File: src/sv/wavelet_scalogram_row_top_defines.svh
// ---------------------------------------------------------------------------
// wavelet scalogram row assertion macros
// shared property wrappers for the scalogram row block
// ---------------------------------------------------------------------------
`ifndef WAVELET_SCALOGRAM_ROW_TOP_DEFINES_SVH
`define WAVELET_SCALOGRAM_ROW_TOP_DEFINES_SVH

`ifndef NO_ASSERTIONS
`define WSR_ASSERT_SAME(lbl, clk, rst, ante, cons, msg) \
  lbl: assert property (@(posedge clk) disable iff (rst) (ante) |-> (cons)) else $error(msg);
`define WSR_ASSERT_NEXT(lbl, clk, rst, ante, cons, msg) \
  lbl: assert property (@(posedge clk) disable iff (rst) (ante) |=> (cons)) else $error(msg);
`else
`define WSR_ASSERT_SAME(lbl, clk, rst, ante, cons, msg)
`define WSR_ASSERT_NEXT(lbl, clk, rst, ante, cons, msg)
`endif

`endif

File: src/sv/wsr_pkg.sv
// ---------------------------------------------------------------------------
// wsr_pkg
// types and constants of the wavelet scalogram row block
// ---------------------------------------------------------------------------
package wsr_pkg;

  localparam int MAX_LENGTH_DEF   = 1024;
  localparam int SAMPLE_WIDTH_DEF = 16;

  localparam int CMD_W   = 1;
  localparam int IDX_W   = 10;
  localparam int VAL_W   = 16;
  localparam int FLEN_W  = 11;
  localparam int MAG_W   = 26;
  localparam int POS_W   = 10;
  localparam int FRAC_BITS = 15;

  localparam logic [FLEN_W-1:0] FLEN_RESET = 11'd1000;
  localparam logic [MAG_W-1:0]  MAG_MAX    = 26'h3FFFFFF;

  localparam logic [CMD_W-1:0] CMD_LOAD   = 1'b0;
  localparam logic [CMD_W-1:0] CMD_SAMPLE = 1'b1;

  // square root: 27 result bits over a 54 bit radicand
  localparam int ROOT_STEPS = 27;
  localparam int RAD_W      = 2 * ROOT_STEPS;
  localparam int REM_W      = ROOT_STEPS + 3;
  localparam int CNT_W      = $clog2(ROOT_STEPS);
  // ram read and multiply stages ahead of the accumulator
  localparam int DRAIN_CYCLES = 2;

  typedef enum logic [2:0] {
    ST_IDLE,
    ST_MAC,
    ST_DRAIN,
    ST_PARTS,
    ST_SQUARE,
    ST_SUM,
    ST_ROOT,
    ST_DONE
  } wsr_state_t;

  typedef struct packed {
    logic load_coef;
    logic start_sample;
    logic issue;
    logic parts;
    logic square;
    logic sum;
    logic root_step;
    logic load_out;
  } wsr_cmd_t;

  typedef struct packed {
    logic last_tap;
    logic out_free;
  } wsr_stat_t;

endpackage

File: src/sv/wsr_ctrl.sv
// ---------------------------------------------------------------------------
// wsr_ctrl
// sequencer for taps, magnitude and result hand-off
// ---------------------------------------------------------------------------
module wsr_ctrl (
  input  logic               clk,
  input  logic               rst,
  input  logic               in_valid,
  input  logic               in_is_sample,
  input  wsr_pkg::wsr_stat_t stat,
  output logic               in_ready,
  output wsr_pkg::wsr_cmd_t  cmd
);
  import wsr_pkg::*;

  wsr_state_t       state, state_next;
  logic [CNT_W-1:0] cnt, cnt_next;

  always_ff @(posedge clk) begin
    if (rst) begin
      state <= ST_IDLE;
      cnt   <= '0;
    end else begin
      state <= state_next;
      cnt   <= cnt_next;
    end
  end

  always_comb begin
    state_next = state;
    cnt_next   = cnt;
    case (state)
      ST_IDLE: begin
        if (in_valid && in_is_sample) begin
          state_next = ST_MAC;
        end
      end
      ST_MAC: begin
        if (stat.last_tap) begin
          state_next = ST_DRAIN;
          cnt_next   = '0;
        end
      end
      ST_DRAIN: begin
        if (cnt == CNT_W'(DRAIN_CYCLES - 1)) begin
          state_next = ST_PARTS;
        end else begin
          cnt_next = cnt + 1'b1;
        end
      end
      ST_PARTS:  state_next = ST_SQUARE;
      ST_SQUARE: state_next = ST_SUM;
      ST_SUM: begin
        state_next = ST_ROOT;
        cnt_next   = '0;
      end
      ST_ROOT: begin
        if (cnt == CNT_W'(ROOT_STEPS - 1)) begin
          state_next = ST_DONE;
        end else begin
          cnt_next = cnt + 1'b1;
        end
      end
      ST_DONE: begin
        if (stat.out_free) begin
          state_next = ST_IDLE;
        end
      end
      default: state_next = ST_IDLE;
    endcase
  end

  always_comb begin
    in_ready = 1'b0;
    cmd      = '0;
    case (state)
      ST_IDLE: begin
        in_ready         = 1'b1;
        cmd.load_coef    = in_valid && !in_is_sample;
        cmd.start_sample = in_valid && in_is_sample;
      end
      ST_MAC:    cmd.issue     = 1'b1;
      ST_DRAIN:  cmd           = '0;
      ST_PARTS:  cmd.parts     = 1'b1;
      ST_SQUARE: cmd.square    = 1'b1;
      ST_SUM:    cmd.sum       = 1'b1;
      ST_ROOT:   cmd.root_step = 1'b1;
      ST_DONE:   cmd.load_out  = stat.out_free;
      default:   cmd           = '0;
    endcase
  end
endmodule

File: config.mk
export PLATFORM = sky130hd
export DESIGN_NAME = wsr_ctrl
export DESIGN_NICKNAME = d
export VERILOG_FILES = /design/src/sv/wavelet_scalogram_row_top_defines.svh /design/src/sv/wsr_pkg.sv /design/src/sv/wsr_ctrl.sv
export SDC_FILE = /design/constraint.sdc
export NUM_CORES = 1
export LEC_CHECK = 0
export BUFFER_PORTS_ARGS = -buffer_cell sky130_fd_sc_hd__clkbuf_2
export CAP_MARGIN = 20
export CELL_PAD_IN_SITES_DETAIL_PLACEMENT = 1
export CELL_PAD_IN_SITES_GLOBAL_PLACEMENT = 2
export CORE_MARGIN = 3
export CORE_UTILIZATION = 30
export DETAILED_ROUTE_END_ITERATION = 12
export GPL_ROUTABILITY_DRIVEN = 0
export GPL_TIMING_DRIVEN = 0
export PLACE_DENSITY = 0.86
export SLEW_MARGIN = 25
export SYNTH_ARGS = -nofsm -noshare
export SYNTH_HDL_FRONTEND = slang
export SYNTH_SLANG_ARGS = --single-unit
File: constraint.sdc
create_clock -name clk -period 2.2 [get_ports clk]
set_clock_uncertainty 0.05 [all_clocks]
set_input_delay 0.33 -clock clk [delete_from_list [all_inputs] [get_ports clk]]
set_output_delay 0.33 -clock clk [all_outputs]
set_load 0.005 [all_outputs]
==> impl_metrics.py <==
metrics = {
    "outcome": {
        "status": "finished, final reports clean",
    },
    "final_layout": {
        "finalInstanceArea_um2": 803,
        "synthToLayoutAreaGrowth_pct": 18.7,
        "nets": 111,
        "antenna_cells": 0,
        "layout-drive-gt1-share": 0.323,
        "nFillCells": 261,
        "stdcell_count": 123,
    },
    "clock_tree": {
        "clock_path_buffers": 2,
        "clkSinkCount": 8,
        "insertion_delay_ps": 270,
        "post-cts-setup-buffers": 0,
        "h-tree-depth": 1,
        "numCtsBuffers": 3,
        "clk_pin_slew_ps": 60,
        "cts.repair.resized": 0,
        "ctsRootBufferMaster": "clkbuf_4",
        "ctsHoldBuffers": 0,
        "cts_tree": "yes",
    },
    "timing": {
        "slew_headroom": 0.736,
        "setup_viol": 0,
        "hold_violations": 0,
        "rsz0062_at_grt": "no",
        "worst_pin_slew_ps": 391,
        "slew_violations": 0,
        "finalCritPeriodShare": 0.909,
        "hold_ws_ps": 310,
        "fmax_mhz": 500,
        "fin_crit_ps": 2000,
        "setup_tns_ps": 0,
    },
    "setup_path": {
        "cp-start-kind": "register",
        "worstReg2RegStart": "state[0]",
        "cp_max_fo": 4,
        "cp-end-kind": "register",
        "cp_num_buf_inv": 1,
        "cp.arrival_ps": 2100,
        "critPathKind": "register to register",
        "critPathSlowestCell": "a2111o_1",
        "slowest_delay_ps": 480,
        "r2r_end": "state[1]",
        "cp.required_ps": 2300,
        "r2r_cells": 6,
        "path_cells": "inv_1, ha_1, and2b_2, a21boi_0, a2111o_1, mux2_4",
        "r2r_slack_ps": 200,
        "path_delay_family": "compound AO/OA/AOI/OAI gates",
    },
    "routing": {
        "drcViolationCount": 0,
        "wl_per_cell_um": 14.5,
        "firstDrtPassIters": 4,
        "wirelength_um": 1780,
        "num_vias": 656,
        "ant_nets": 0,
        "drt_iter0_drc": 6,
        "avgViaCountPerCell": 5.33,
    },
    "run": {
        "cap_violations": 0,
    },
    "synth": {
        "synth-compound-area-share": 0.201,
        "ys.flop_type": "dfxtp_1",
        "synth_fa_ha_area_frac": 0.129,
        "synthTopCellsByArea": "dfxtp_1, ha_1, nor2_1",
        "synth_most_common_cell": "dfxtp_1",
        "yosys-top-cells-count": "dfxtp_1, ha_1, nor2_1",
        "avgSynthCellArea_um2": 8.57,
        "synth_cell_types": 36,
        "synth-simple-area-share": 0.335,
        "synth_xor_xnor_area_share": 0,
        "ys_ff_latch": 8,
        "synth_top_area_share": 0.237,
        "synth_area_um2": 677,
        "async_flop_share": 0,
        "synth_seq_area_share": 0.237,
        "synth-edff-count": 0,
        "synth_top_family_by_area": "simple AND/OR/NAND/NOR gates",
        "ys_warn_count": 0,
        "syn_inst": 79,
        "synth.area.mux_share": 0.0222,
        "syn_nets": 92,
        "yosysTopAreaCell": "dfxtp_1",
    },
    "hold_path": {
        "hold_class": "primary input to register",
        "hp-start": "rst",
        "worstHoldPathCells": 3,
        "hold_path_end": "cnt[1]",
    },
    "global_routing": {
        "grt_pass1_wl_um": 2980,
        "gr-total-overflow": 0,
        "grt_pass1_vias": 649,
        "grt_usage": 0.146,
        "grt_max_degree": 11,
        "antenna_found_initial": 0,
    },
    "power": {
        "power_mw": 0.466,
        "power_density_mw_per_mm2": 580,
        "peakVddDrop_uv": 243,
        "cellLeakagePower_nw": 0.330,
    },
    "placement": {
        "port_buffers": 14,
        "dpl_cell_area_um2": 781,
        "dp_cells": 120,
        "post-dp-hpwl_um": 1430,
    },
    "die": {
        "start_util": 0.331,
        "pin_count": 15,
        "die_h_um": 53.5,
        "fp.dieArea_mm2": 0.00286,
        "fp.coreArea_mm2": 0.00204,
        "die_w_um": 53.5,
        "rows": 16,
    },
}
## worst min-delay path, cell delays in order
cell and delay, ps:
clkbuf_2 100, or2_2 100, o32ai_1 50
## layout by cell type, fill, tap and decap left out, types with 3 or more instances in the layout
master and count:
clkbuf_2 14, nor2_1 7, inv_1 6, nand2_1 4, a21oi_1 3, dfxtp_1 8
ha_1 7, or3_1 3, nand3_1 3, o21ai_0 5, clkbuf_4 3
## routing by layer
layer	track usage	vias to the layer above	routed length, µm
li1	-	322	-
met1	0.195	312	862
met2	0.214	17	800
met3	0.0254	5	82
met4	0.0894	0	38
met5	0	-	0
## report_power, final
group | internal, mW | switching (mW)
Combinational | 0.0848 | 0.0997
Sequential | 0.152 | 0.00556
Clock | 0.0631 | 0.0605
Total | 0.300 | 0.166
## per-stage QoR
stage	util	setup WS, ps
after floorplan	-	332
after global placement	0.382	226
after detailed placement	0.382	205
after CTS	0.393	198
after global routing	0.393	84.8
final	0.393	201
## sequential cells by signal, indices dropped and copies added, names as in the netlist
signal	flops
cnt	5
state	3
## layout make-up
cell class,instances,area (µm²),share of cell area
Multi-Input combinational cell,62,465,0.579
Sequential cell,8,160,0.199
Timing Repair Buffer,14,70.1,0.0872
Tap cell,27,33.8,0.0421
Buffer,3,28.8,0.0358
Clock buffer,3,22.5,0.0280
Inverter,6,22.5,0.0280
## how the worst max path moves through the flow
stage	start	end	slack [ps]	cells after the start
2_1_floorplan	state[0]	state[1]	330	6
3_3_place_gp	state[0]	state[1]	230	6
3_5_place_dp	state[0]	state[1]	200	6
4_1_cts	state[0]	state[1]	200	6
5_1_grt	state[0]	state[1]	80	6
6_report	state[0]	state[1]	200	6
## cells by family after synthesis
logic type               count (synthesis)
flip-flops                               8
buffers and inverters                    9
AND/OR/NAND/NOR                         36
adder cells (fa/ha/maj)                  7
AO/OA/AOI/OAI                           18
multiplexers                             1
No activity file was read; power rests on OpenSTA's default activity.
